**src/hw/rtl/twm_pkg.sv**
```systemverilog
// shared constants and command codes of the trace window mode finder
package twm_pkg;

	localparam int MAX_WINDOW = 64;
	localparam int AW         = $clog2(MAX_WINDOW);
	localparam int CNT_W      = 7;
	localparam int ADDR_W     = 16;
	localparam int CMD_W      = 2;

	localparam logic [ADDR_W-1:0] EMPTY_ADDR   = 16'hFFFF;
	localparam logic [CNT_W-1:0]  WINDOW_RESET = CNT_W'(MAX_WINDOW);

	localparam logic [CMD_W-1:0] CMD_PUSH  = 2'd0;
	localparam logic [CMD_W-1:0] CMD_EVAL  = 2'd1;
	localparam logic [CMD_W-1:0] CMD_CLEAR = 2'd2;

endpackage

```
**src/hw/rtl/trace_window_mode_finder.sv**
```systemverilog
// top level of the trace window mode finder
//
// Input channel (in_valid/in_ready) carries one request: cmd and trace_addr.
// A push stores trace_addr in a 64 entry ring; a clear empties the trace.
// Neither gives a result. An evaluate scans the last w = min(window_size,
// entries held) addresses: for each entry one ring read, then one read per
// window entry to count its matches, all through the single ring read port.
// The result is registered on the output channel (out_valid/out_ready):
// settled_addr and hit_count; the block then returns to idle for the next
// request. An empty window reports 0xFFFF with count zero.
// The block takes one request at a time. Pushes and clears are still taken
// while a result waits on a stalled receiver; an evaluate that finishes
// then holds until the output register is free.
// The user must write window_size through cfg_wr_en/cfg_wr_data only while
// idle; the block itself does not enforce this.
// Reset (arst_n low) empties the trace and sets window_size to 64; ring
// contents are not cleared and are never read before being written.
module trace_window_mode_finder (
	input  logic                         clk,
	input  logic                         arst_n,
	input  logic                         in_valid,
	output logic                         in_ready,
	input  logic [twm_pkg::CMD_W-1:0]    cmd,
	input  logic [twm_pkg::ADDR_W-1:0]   trace_addr,
	output logic                         out_valid,
	input  logic                         out_ready,
	output logic [twm_pkg::ADDR_W-1:0]   settled_addr,
	output logic [twm_pkg::CNT_W-1:0]    hit_count,
	input  logic                         cfg_wr_en,
	input  logic [twm_pkg::CNT_W-1:0]    cfg_wr_data
);

	localparam logic [2:0] ST_IDLE  = 3'd0;
	localparam logic [2:0] ST_OUTER = 3'd1;
	localparam logic [2:0] ST_LATCH = 3'd2;
	localparam logic [2:0] ST_INNER = 3'd3;
	localparam logic [2:0] ST_FIN   = 3'd4;

	logic [2:0]                   state_q;
	logic [twm_pkg::CNT_W-1:0]    window_q;
	logic [twm_pkg::AW-1:0]       wr_ptr_q;
	logic [twm_pkg::CNT_W-1:0]    fill_q;
	logic [twm_pkg::CNT_W-1:0]    w_q;
	logic [twm_pkg::AW-1:0]       base_q;
	logic [twm_pkg::CNT_W-1:0]    i_q;
	logic [twm_pkg::CNT_W-1:0]    j_q;
	logic [twm_pkg::CNT_W-1:0]    n_q;
	logic [twm_pkg::ADDR_W-1:0]   cand_q;
	logic [twm_pkg::ADDR_W-1:0]   best_q;
	logic [twm_pkg::CNT_W-1:0]    best_n_q;
	logic                         out_valid_q;
	logic [twm_pkg::ADDR_W-1:0]   out_addr_q;
	logic [twm_pkg::CNT_W-1:0]    out_cnt_q;

	logic                         in_fire;
	logic                         ram_we;
	logic [twm_pkg::AW-1:0]       rd_addr;
	logic [twm_pkg::ADDR_W-1:0]   rd_data;
	logic [twm_pkg::CNT_W-1:0]    w_eff;
	logic [twm_pkg::CNT_W-1:0]    n_sum;
	logic                         out_free;

	assign in_ready  = (state_q == ST_IDLE);
	assign in_fire   = in_valid && in_ready;
	assign ram_we    = in_fire && (cmd == twm_pkg::CMD_PUSH);
	assign out_free  = !out_valid_q || out_ready;

	// effective window: limited by the entries held
	assign w_eff = (window_q > fill_q) ? fill_q : window_q;

	// match count including the compare in flight
	assign n_sum = n_q + twm_pkg::CNT_W'(rd_data == cand_q);

	// ring read address
	always_comb begin
		unique case (state_q)
			ST_OUTER: rd_addr = base_q + i_q[twm_pkg::AW-1:0];
			ST_INNER: rd_addr = base_q + j_q[twm_pkg::AW-1:0];
			default:  rd_addr = base_q;
		endcase
	end

	twm_ram #(
		.WIDTH(twm_pkg::ADDR_W),
		.DEPTH(twm_pkg::MAX_WINDOW)
	) u_ring (
		.clk   (clk),
		.we    (ram_we),
		.waddr (wr_ptr_q),
		.wdata (trace_addr),
		.raddr (rd_addr),
		.rdata (rd_data)
	);

	// window size register
	always_ff @(posedge clk or negedge arst_n) begin
		if (!arst_n) begin
			window_q <= twm_pkg::WINDOW_RESET;
		end else if (cfg_wr_en) begin
			window_q <= cfg_wr_data;
		end
	end

	// trace pointer and fill level
	always_ff @(posedge clk or negedge arst_n) begin
		if (!arst_n) begin
			wr_ptr_q <= '0;
			fill_q   <= '0;
		end else if (in_fire && cmd == twm_pkg::CMD_PUSH) begin
			wr_ptr_q <= (wr_ptr_q == twm_pkg::AW'(twm_pkg::MAX_WINDOW - 1)) ?
				'0 : wr_ptr_q + 1'b1;
			if (fill_q != twm_pkg::CNT_W'(twm_pkg::MAX_WINDOW)) begin
				fill_q <= fill_q + 1'b1;
			end
		end else if (in_fire && cmd == twm_pkg::CMD_CLEAR) begin
			wr_ptr_q <= '0;
			fill_q   <= '0;
		end
	end

	// evaluate sequencer
	always_ff @(posedge clk or negedge arst_n) begin
		if (!arst_n) begin
			state_q <= ST_IDLE;
		end else begin
			unique case (state_q)
				ST_IDLE: begin
					if (in_fire && cmd == twm_pkg::CMD_EVAL) begin
						state_q <= (w_eff == '0) ? ST_FIN : ST_OUTER;
					end
				end
				ST_OUTER: state_q <= ST_LATCH;
				ST_LATCH: state_q <= ST_INNER;
				ST_INNER: begin
					if (j_q == w_q) begin
						state_q <= (i_q + 1'b1 == w_q) ? ST_FIN : ST_OUTER;
					end
				end
				ST_FIN: begin
					if (out_free) begin
						state_q <= ST_IDLE;
					end
				end
				default: state_q <= ST_IDLE;
			endcase
		end
	end

	// scan counters and running best
	always_ff @(posedge clk) begin
		case (state_q)
			ST_IDLE: begin
				w_q      <= w_eff;
				base_q   <= wr_ptr_q - w_eff[twm_pkg::AW-1:0];
				i_q      <= '0;
				best_q   <= twm_pkg::EMPTY_ADDR;
				best_n_q <= '0;
			end
			ST_LATCH: begin
				cand_q <= rd_data;
				n_q    <= '0;
				j_q    <= twm_pkg::CNT_W'(1);
			end
			ST_INNER: begin
				n_q <= n_sum;
				j_q <= j_q + 1'b1;
				if (j_q == w_q) begin
					i_q <= i_q + 1'b1;
					if (n_sum > best_n_q) begin
						best_n_q <= n_sum;
						best_q   <= cand_q;
					end
				end
			end
			default: begin
			end
		endcase
	end

	// output register
	always_ff @(posedge clk or negedge arst_n) begin
		if (!arst_n) begin
			out_valid_q <= 1'b0;
		end else if (state_q == ST_FIN && out_free) begin
			out_valid_q <= 1'b1;
		end else if (out_ready) begin
			out_valid_q <= 1'b0;
		end
	end

	always_ff @(posedge clk) begin
		if (state_q == ST_FIN && out_free) begin
			out_addr_q <= best_q;
			out_cnt_q  <= best_n_q;
		end
	end

	assign out_valid    = out_valid_q;
	assign settled_addr = out_addr_q;
	assign hit_count    = out_cnt_q;

endmodule

```
**src/hw/rtl/twm_ram.sv**
```systemverilog
// generic single write, single read ram with registered read data
module twm_ram #(
	parameter int WIDTH = 16,
	parameter int DEPTH = 64
) (
	input  logic                     clk,
	input  logic                     we,
	input  logic [$clog2(DEPTH)-1:0] waddr,
	input  logic [WIDTH-1:0]         wdata,
	input  logic [$clog2(DEPTH)-1:0] raddr,
	output logic [WIDTH-1:0]         rdata
);

	logic [WIDTH-1:0] mem [DEPTH];

	// write port and registered read port
	always_ff @(posedge clk) begin
		if (we) begin
			mem[waddr] <= wdata;
		end
		rdata <= mem[raddr];
	end

endmodule

```
**config.mk**
```make
export PLATFORM = sky130hd
export DESIGN_NAME = trace_window_mode_finder
export DESIGN_NICKNAME = d
export VERILOG_FILES = /design/src/hw/rtl/twm_pkg.sv /design/src/hw/rtl/trace_window_mode_finder.sv /design/src/hw/rtl/twm_ram.sv
export SDC_FILE = /design/constraint.sdc
export NUM_CORES = 1
export LEC_CHECK = 0
export BUFFER_PORTS_ARGS = -buffer_cell sky130_fd_sc_hd__buf_2
export CAP_MARGIN = 5
export CELL_PAD_IN_SITES_DETAIL_PLACEMENT = 0
export CELL_PAD_IN_SITES_GLOBAL_PLACEMENT = 1
export CORE_AREA = 2 2 325 327
export CTS_CLUSTER_DIAMETER = 80
export DETAILED_ROUTE_END_ITERATION = 12
export DIE_AREA = 0 0 327 329
export GPL_TIMING_DRIVEN = 0
export PLACE_DENSITY_LB_ADDON = 0.15
export SLEW_MARGIN = 40
export SYNTH_ARGS = -nofsm -noshare
export SYNTH_HDL_FRONTEND = slang
export SYNTH_SLANG_ARGS = --single-unit
```
**constraint.sdc**
```tcl
create_clock -name clk -period 4.75 [get_ports clk]
set_input_delay 0.475 -clock clk [delete_from_list [all_inputs] [get_ports clk]]
set_output_delay 0.475 -clock clk [all_outputs]
set_load 0.01 [all_outputs]
```
# == Yosys cells after proc, flatten, opt, wreduce, memory -nomap -nowiden ==
# Memories as Yosys holds them, arrays and structs flattened. A register that Yosys moved wholly into a read port is not among the register bits.
# Index checks and enable logic that the tools add are counted.
# Widths: inputs -> output; s select.
# word_totals
latchBits,0
output_inout_bits,25
mem_bits_ro,0
n_memories,1
ram_bits,1024
inputBits,30
reg_bits,120
elab_cells,88
# op_classes
n_mul,0
eq_ne,16
n_reduce_logical,18
muxes,28
n_lt_le_gt_ge,2
n_addsub,8
bitwise,0
div_mod_pow,0
n_shift,0
# mem_list
memory,depth,word_bits,rd,rd_ports_with_merged_regs,wr,line,rtl
u_ring.mem,64,16,1,1,1,twm_ram.sv:14,logic [WIDTH-1:0] mem [DEPTH];
# ops
operator,n
$pmux 7 s2,4
$mux 7,7
$mux 16,2
$pmux 16 s2,1
$add 7x1->7 const B,3
$mux 6,3
$eq 16x16->1,1
$mux 3,5
$pmux 3 s5,1
$eq 7x7->1,2
$gt 7x7->1,2
$add 6x6->6,2
$pmux 6 s2,1
$reduce_bool 2->1,4
$add 7x1->7,1
$logic_not 7->1,1
$ne 7x7->1 const B,1
$add 6x1->6 const B,1
$eq 3x2->1 const B,2
$eq 6x6->1 const B,1
$ne 2x2->1 const B,3
$reduce_and 3->1,2
$sub 6x6->6,1
$logic_and 1x1->1,5
other kinds (11),16

# == Logic depth before layout (Yosys ltp) ==
# Gate-level depths: netlist (run 1).
# logic_depth
word_depth,6
ltp_mapped,21
mapped_depth_nobuf,17

# == Hierarchy ==
# A second synthesis (run 1) with hierarchy kept.
# hier_totals
hier_cells,2313
area_unflattened_um2,45941.6
# by_module_without_submodules
mod,seq_area_each_um2,n_inst,cells_each,area_each_um2
twm_ram,31069.8,1,1829,40042.2
trace_window_mode_finder,3484.6,1,484,5899.4

# == Worst setup path before layout (run 1) ==
# No wires, ideal clock.
# synth_path
path_type,register -> register
startpoint,register cand_q[11] (netlist name)
endpoint,register best_n_q[0] (netlist name) (enable)
path_stages_with_launch,14
setup_ps,439
path_buffers,0
t_arrival_ps,3955
required_ps,4311
synth_period_minus_slack_ps,4394
setup_slack_ps,356
cell_sequence,edfxtp_1 -> xnor2_1 -> nand4_1 -> nor4_1 -> ha_1 -> ha_1 -> nand3_1 -> nor2_1 -> xor2_1 -> ha_1 -> nand4_1 -> o21ai_0 -> nor2_1 -> o31ai_1
# synth_via
elab_chain_cells,5
# synth_rtl
element,line,rtl
"start, declared",trace_window_mode_finder.sv:48,logic [twm_pkg::ADDR_W-1:0] cand_q;
"start signal, assigned",trace_window_mode_finder.sv:160,cand_q <= rd_data;
$eq 16x16->1,trace_window_mode_finder.sv:72,assign n_sum = n_q + twm_pkg::CNT_W'(rd_data == cand_q);
$add 7x1->7,trace_window_mode_finder.sv:72,
$gt 7x7->1,trace_window_mode_finder.sv:169,if (n_sum > best_n_q) begin
$ne 2x2->1 (no line),-,
$reduce_and 3->1 (no line),-,
"end signal, assigned",trace_window_mode_finder.sv:170,best_n_q <= n_sum;
"end, declared",trace_window_mode_finder.sv:50,logic [twm_pkg::CNT_W-1:0] best_n_q;
# No other way between the ends.
# A chain may end at the register's enable or synchronous reset.

# == Final worst setup path (run 1) ==
# layout_path
startpoint,register state_q[2]
endpoint,"register u_ring.rdata[3], read port of u_ring.mem"
# layout_via
elab_chain_cells,2
word_cells_on_any_way,3
classes_between,eq/ne (2); mux (1)
# layout_rtl
element,line,rtl
"start, declared",trace_window_mode_finder.sv:39,logic [2:0] state_q;
"start signal, assigned",trace_window_mode_finder.sv:129,state_q <= (w_eff == '0) ? ST_FIN : ST_OUTER;
"start signal, assigned",trace_window_mode_finder.sv:136,state_q <= (i_q + 1'b1 == w_q) ? ST_FIN : ST_OUTER;
$eq 3x2->1 / $eq 3x1->1 (equally long branches),trace_window_mode_finder.sv:76,unique case (state_q)
$pmux 6 s2 (*),trace_window_mode_finder.sv:76,
"end, declared",twm_ram.sv:11,output logic [WIDTH-1:0] rdata
# Every way passes the cells marked *; elsewhere a longest branch is shown, timed or not.

==> results.toml, run 1 <==
[worst_setup_path]
startpoint_type = "flop"
cp.arrival_ns = 5.18
critPathKind = "flop to flop"
worstPathRequired_ns = 5.30
r2r_slack_ns = 0.12
end_kind = "flop"
cp_max_fo = 18

[die]
fp.dieArea_um2 = 108000
fp-row-count = 119
core_um2 = 104000
die_y_um = 329
die_w_um = 327
io_pins = 55
start_util = 0.444

[yosys]
syn_area_um2 = 46400
synth_commonest_cells = "1120 x edfxtp_1, 765 x nand2_1, 429 x a21oi_1, 187 x mux2i_1, 135 x nor4_1"
syn_avg_cell_area_um2 = 13.7
synthArstFlopShare = 0.0207
synth.area.top_cells = "edfxtp_1 73%, nand2_1 6.2%, a21oi_1 4.6%"
yosysMostFrequentCell = "edfxtp_1"
synth_area_leader_cell = "edfxtp_1"
synth_top_area_share = 0.725
synth_edf_count = 1120
yosys_most_used_dff = "edfxtp_1"
synthCells = 3378
ys_types = 48
yosysSeqAreaShare = 0.745
syn_nets = 3441
synth_warnings = 0
ys_seq_elements = 1160

[drt]
initialDrtViolationCount = 3014
vias = 28900
ant_nets = 0
first_pass_iters = 5
vias_per_cell = 5.67
post-route-drc-count = 0
totalWireLength_mm = 137
wl_per_cell_um = 26.8

[pwr]
power_mw = 41.4
p_leak_nw = 18.9
power.density_nw_per_um2 = 744
vdd_drop_max_uv = 366

[run_status]
outcome = "completed"

[clock_tree]
numCtsBuffers = 120
clockBufferDepth = 3
clk_latency_ns = 0.72
h-tree-depth = 3
cts-root-buf = "clkbuf_16"
clk_pin_slew_worst_paths_ns = 0.06
cts_tree = "yes"
clock_sinks = 1160

[cells_and_area]
fill_cells = 8593
multi_input_area_um2 = 12600
final_cells = 5100
synthToLayoutAreaGrowth_pct = 19.9
nets = 3664
stdcell_area_um2 = 55600
seqCellArea_um2 = 34600
drive_above_1_share = 0.194
post-route-util = 0.533

[global_routing]
met1_usage = 0.356
gr-total-overflow = 0
use_met2 = 0.407
antenna_found_initial = 2
grt_first_pass_wirelength_mm = 195
met3_usage = 0.0425
grt_pass1_vias = 28000
grt_usage = 0.253
busiest_layer = "met2"
grt_max_degree = 65

[timing]
relSlewSlack = 0.382
slew_violations = 0
max_freq_ghz = 0.216
holdWs_ns = 0.103
finalSetupViolCount = 0
hold_viol = 0
fin_skew_ns = 0.0250
worst_pin_slew_ns = 0.927
min_period_ns = 4.63
fin_crit_sh = 0.974

[placement]
dp.cells = 4857
dp_hpwl_mm = 93.5
gp_congestion = 0.916
portBuffers = 53
placed_area_um2 = 49600

[flow_run]
drv_cap = 0

[min_path]
hold_path.class = "input pin to flop"
flip-flops by register name, indices dropped and copies added, names as in the netlist, 3 cells and up:
signal	flops
settled_addr	16
wr_ptr_q	6
window_q	7
best_q	16
w_q	7
u_ring.rdata	16
j_q	7
best_n_q	7
hit_count	7
fill_q	7
n_q	7
cand_q	16
i_q	7
u_ring.mem	1024
base_q	6
state_q	3
path summary, 6_finish.rpt:
path / startpoint / endpoint / depth (start not counted)
setup reg to reg: state_q[2] / u_ring.rdata[3] / 19
hold reg to reg: best_q[1] / settled_addr[1] / 0
setup / recovery: state_q[2] / u_ring.rdata[3] / 19
max in group asynchronous: arst_n / state_q[1] / 2
min in group asynchronous: arst_n / window_q[4] / 2
hold / removal: cmd[0] / state_q[0] / 3
cells by family (layout without fill, tap and decap cells):
family                     after synthesis  after routing  synth area share
other                                    0              2                 0
muxes                                  197            197            0.0431
DFF                                   1160           1160             0.745
AOI/OAI and AO/OA                      544            544            0.0616
xor gates and xnor gates                55             55            0.0105
buffers and inverters                  233            562            0.0223
and+or+nand+nor                       1156           1156             0.108
adders and majority gates               33             33           0.00923
power by group:
group	switching (mW)	internal, mW
Sequential	0.167	11.5
Clock	3.97	5.77
Combinational	13.7	6.35
cell usage in the layout, fill, tap and decap left out, types with 25 or more instances in the layout:
| cell | count |
|---|---|
| a21oi_1 | 375 |
| a21oi_2 | 53 |
| buf_2 | 74 |
| nand3_1 | 25 |
| nor2_4 | 66 |
| o21ai_0 | 30 |
| clkbuf_16 | 123 |
| xnor2_1 | 34 |
| nor4_1 | 46 |
| mux2i_1 | 185 |
| clkinv_1 | 25 |
| inv_1 | 33 |
| nor4_2 | 66 |
| nor4_4 | 28 |
| o22ai_1 | 47 |
| buf_4 | 48 |
| edfxtp_1 | 1120 |
| nor3_1 | 39 |
| clkbuf_2 | 34 |
| ha_1 | 30 |
| nand2_1 | 765 |
| buf_6 | 27 |
| clkbuf_1 | 61 |
final cells by class:
cell class,count,area share
clock buffer,147,0.0577
clock inverter,81,0.0162
timing repair buffer,102,0.0205
inverter,34,0.00254
sequential,1160,0.621
tap,1391,0.0313
multi-input combinational,1985,0.226
timing repair inverter,1,0.0000900
buffer,197,0.0240
antenna,2,0.0000900
metrics by stage:
step / setup TNS (ns) / setup slack (ns)
floorplan: 0 / 0.356
global placement: -84.98 / -1.77
detailed placement: -22.85 / -1.68
CTS: -0.0393 / -0.0197
global route: -0.0425 / -0.0177
finish: 0 / 0.124
critical path, cell delays in order (launching register included):
cell and delay, ns:
dfrtp_1 0.43, nand2b_4 0.19, bufinv_8 0.23, and2_1 0.16, buf_8 0.17, nand2_1 0.08
nand2_1 0.09, ha_2 0.19, inv_1 0.06, fa_2 0.42, mux2_4 0.28, buf_6 0.17
or2_1 0.26, buf_6 0.21, buf_2 0.23, a21oi_1 0.24, nor4_2 0.13, a21oi_2 0.25
nor3_1 0.11, nor4_2 0.55
routing by layer:
layer,vias to the layer above,share of wire
met5,-,0.000095
met4,2,0.027
met3,208,0.073
met2,1128,0.47
met1,14600,0.43
li1,13000,-
timing repair:
action	CTS	global route
resized for setup	279	145
endpoints found under the setup margin	16	16
endpoints found under the hold margin	30	0
pin swaps	18	16
buffers inserted	3	0
hold buffers	8	0
cloned	0	1
No activity file was read; power rests on OpenSTA's default activity.
==> run 2: changes to the inputs <==
CELL_PAD_IN_SITES_DETAIL_PLACEMENT = 1   (was 0)
CELL_PAD_IN_SITES_GLOBAL_PLACEMENT = 2   (was 1)
==> run 2 against run 1 <==
First-iteration DRC count down 5.1%. Critical path type unchanged. Largest power group unchanged. Sequential share of layout area down 0.53 points. Final cell count up 0.16%. Non-clock buffer count up 11.
==> results.toml, run 2 (synthesis gave the netlist of run 1 again) <==
[worst_setup_path]
worstPathRequired_ns = 5.33
critPathKind = "flop to flop"
path_buf_inv = 6
path_cells = "nand2b_4, bufinv_8, and2_1, buf_12, nand2_1, nand2_1, ha_1, inv_1, fa_2, mux2_4, buf_6, nand2b_1, buf_6, buf_2, a21oi_1, nor4_4, a21oi_2, nor3_1, nor4_2"
cp_max_fo = 18
startpoint = "state_q[2]"
startpoint_type = "flop"
cp.arrival_ns = 5.15
crit_family = "simple AND/OR/NAND/NOR gates"
crit_path_max_incr_delay_ns = 0.45
cpMaxStageDelayCell = "nor4_4"
end_kind = "flop"
r2r_start = "state_q[2]"
r2r_slack_ns = 0.18

[min_path]
hold_path.class = "input pin to flop"
hp-start = "cfg_wr_data[1]"

[global_routing]
grt_first_pass_wirelength_mm = 213
grt_max_degree = 65
grt_usage = 0.276
antenna_found_initial = 4
gr-total-overflow = 0
grt_pass1_vias = 30500

[drt]
vias_per_cell = 5.75
first_pass_iters = 5
totalWireLength_mm = 149
wl_per_cell_um = 29.2
post-route-drc-count = 0
initialDrtViolationCount = 2861
vias = 29400
ant_nets = 0

[placement]
dp_hpwl_mm = 102
placed_area_um2 = 50100
post-place-ws_ns = -1.75
gp_congestion = 0.907
dp.cells = 4870
portBuffers = 53

[cells_and_area]
mostFrequentLayoutCells = "1120 x edfxtp_1, 765 x nand2_1, 378 x a21oi_1"
nets = 3675
top_register = "u_ring.mem"
drive_above_1_share = 0.197
diodes = 0
stdcell_area_um2 = 56100
post-route-util = 0.537
layout_commonest_cell = "edfxtp_1"
largest_reg_flops = 1024
final_cells = 5108
synthToLayoutAreaGrowth_pct = 20.9

[timing]
hold_viol = 0
min_period_ns = 4.57
finalSetupViolCount = 0
worst_pin_slew_ns = 0.882
relSlewSlack = 0.412
fin_skew_ns = 0.0267
setup_tns_ns = 0
holdWs_ns = 0.0272
fin_crit_sh = 0.963
fin_ws_ns = 0.177
max_freq_ghz = 0.219
slew_violations = 0

[die]
start_util = 0.444
core_um2 = 104000
fp.dieArea_um2 = 108000
io_pins = 55
die_y_um = 329
fp-row-count = 119
die_w_um = 327

[pwr]
power.density_nw_per_um2 = 753
power_mw = 42.2
p_leak_nw = 19.1
vdd_drop_max_uv = 435

[clock_tree]
clk_latency_ns = 0.72
clock_sinks = 1160
clk_pin_slew_worst_paths_ns = 0.06
h-tree-depth = 3
numCtsBuffers = 120
cts_tree = "yes"
cts-root-buf = "clkbuf_16"
clockBufferDepth = 3

[run_status]
outcome = "completed"

[flow_run]
drv_cap = 0
-- run 2: worst paths after layout --
| path | endpoint | cells past startpoint |
|---|---|---|
| min in group asynchronous | window_q[5] | 2 |
| max reg2reg | u_ring.rdata[4] | 19 |
| max | u_ring.rdata[4] | 19 |
| max in group asynchronous | fill_q[1] | 2 |
| min reg2reg | settled_addr[9] | 0 |
| min | window_q[1] | 2 |
-- run 2: power by group --
group          total [mW]  switching, mW  internal (mW)
clock                10.0           3.98           6.01
combinational        20.6           14.2           6.40
sequential           11.6          0.169           11.5
total                42.2           18.3           23.9
-- run 2: what timing repair did --
item,CTS,global route
buffers inserted,3,0
hold buffers,7,0
hold endpoints to repair,29,0
resized for setup,231,163
endpoints found under the setup margin,16,15
pin swaps,9,19
gates cloned,1,1
-- run 2: worst reg2reg max path: cells and delay by family (launching register included) --
family / cells / cell delay, ns
flops: 1 / 0.43
buf+inv: 6 / 1.25
mux: 1 / 0.27
simple gates: 8 / 1.63
fa+ha+maj: 2 / 0.62
compound gates: 2 / 0.23
-- run 2: cell type report --
cell class,count,area (um2)
Clock inverter,74,945
Clock buffer,153,3250
Timing Repair Buffer,113,1380
Buffer,197,1280
Fill cell,9971,48300
Inverter,34,141
Tap cell,1391,1740
Multi-Input combinational cell,1985,12800
Sequential cell,1160,34600
Timing Repair inverter,1,6.26
-- run 2: metal layers --
| metal | GRT usage | wire, um |
|---|---|---|
| met1 | 0.379 | 64300 |
| met2 | 0.439 | 69800 |
| met3 | 0.0574 | 10200 |
| met4 | 0.0949 | 4810 |
| met5 | 0.00217 | 57 |
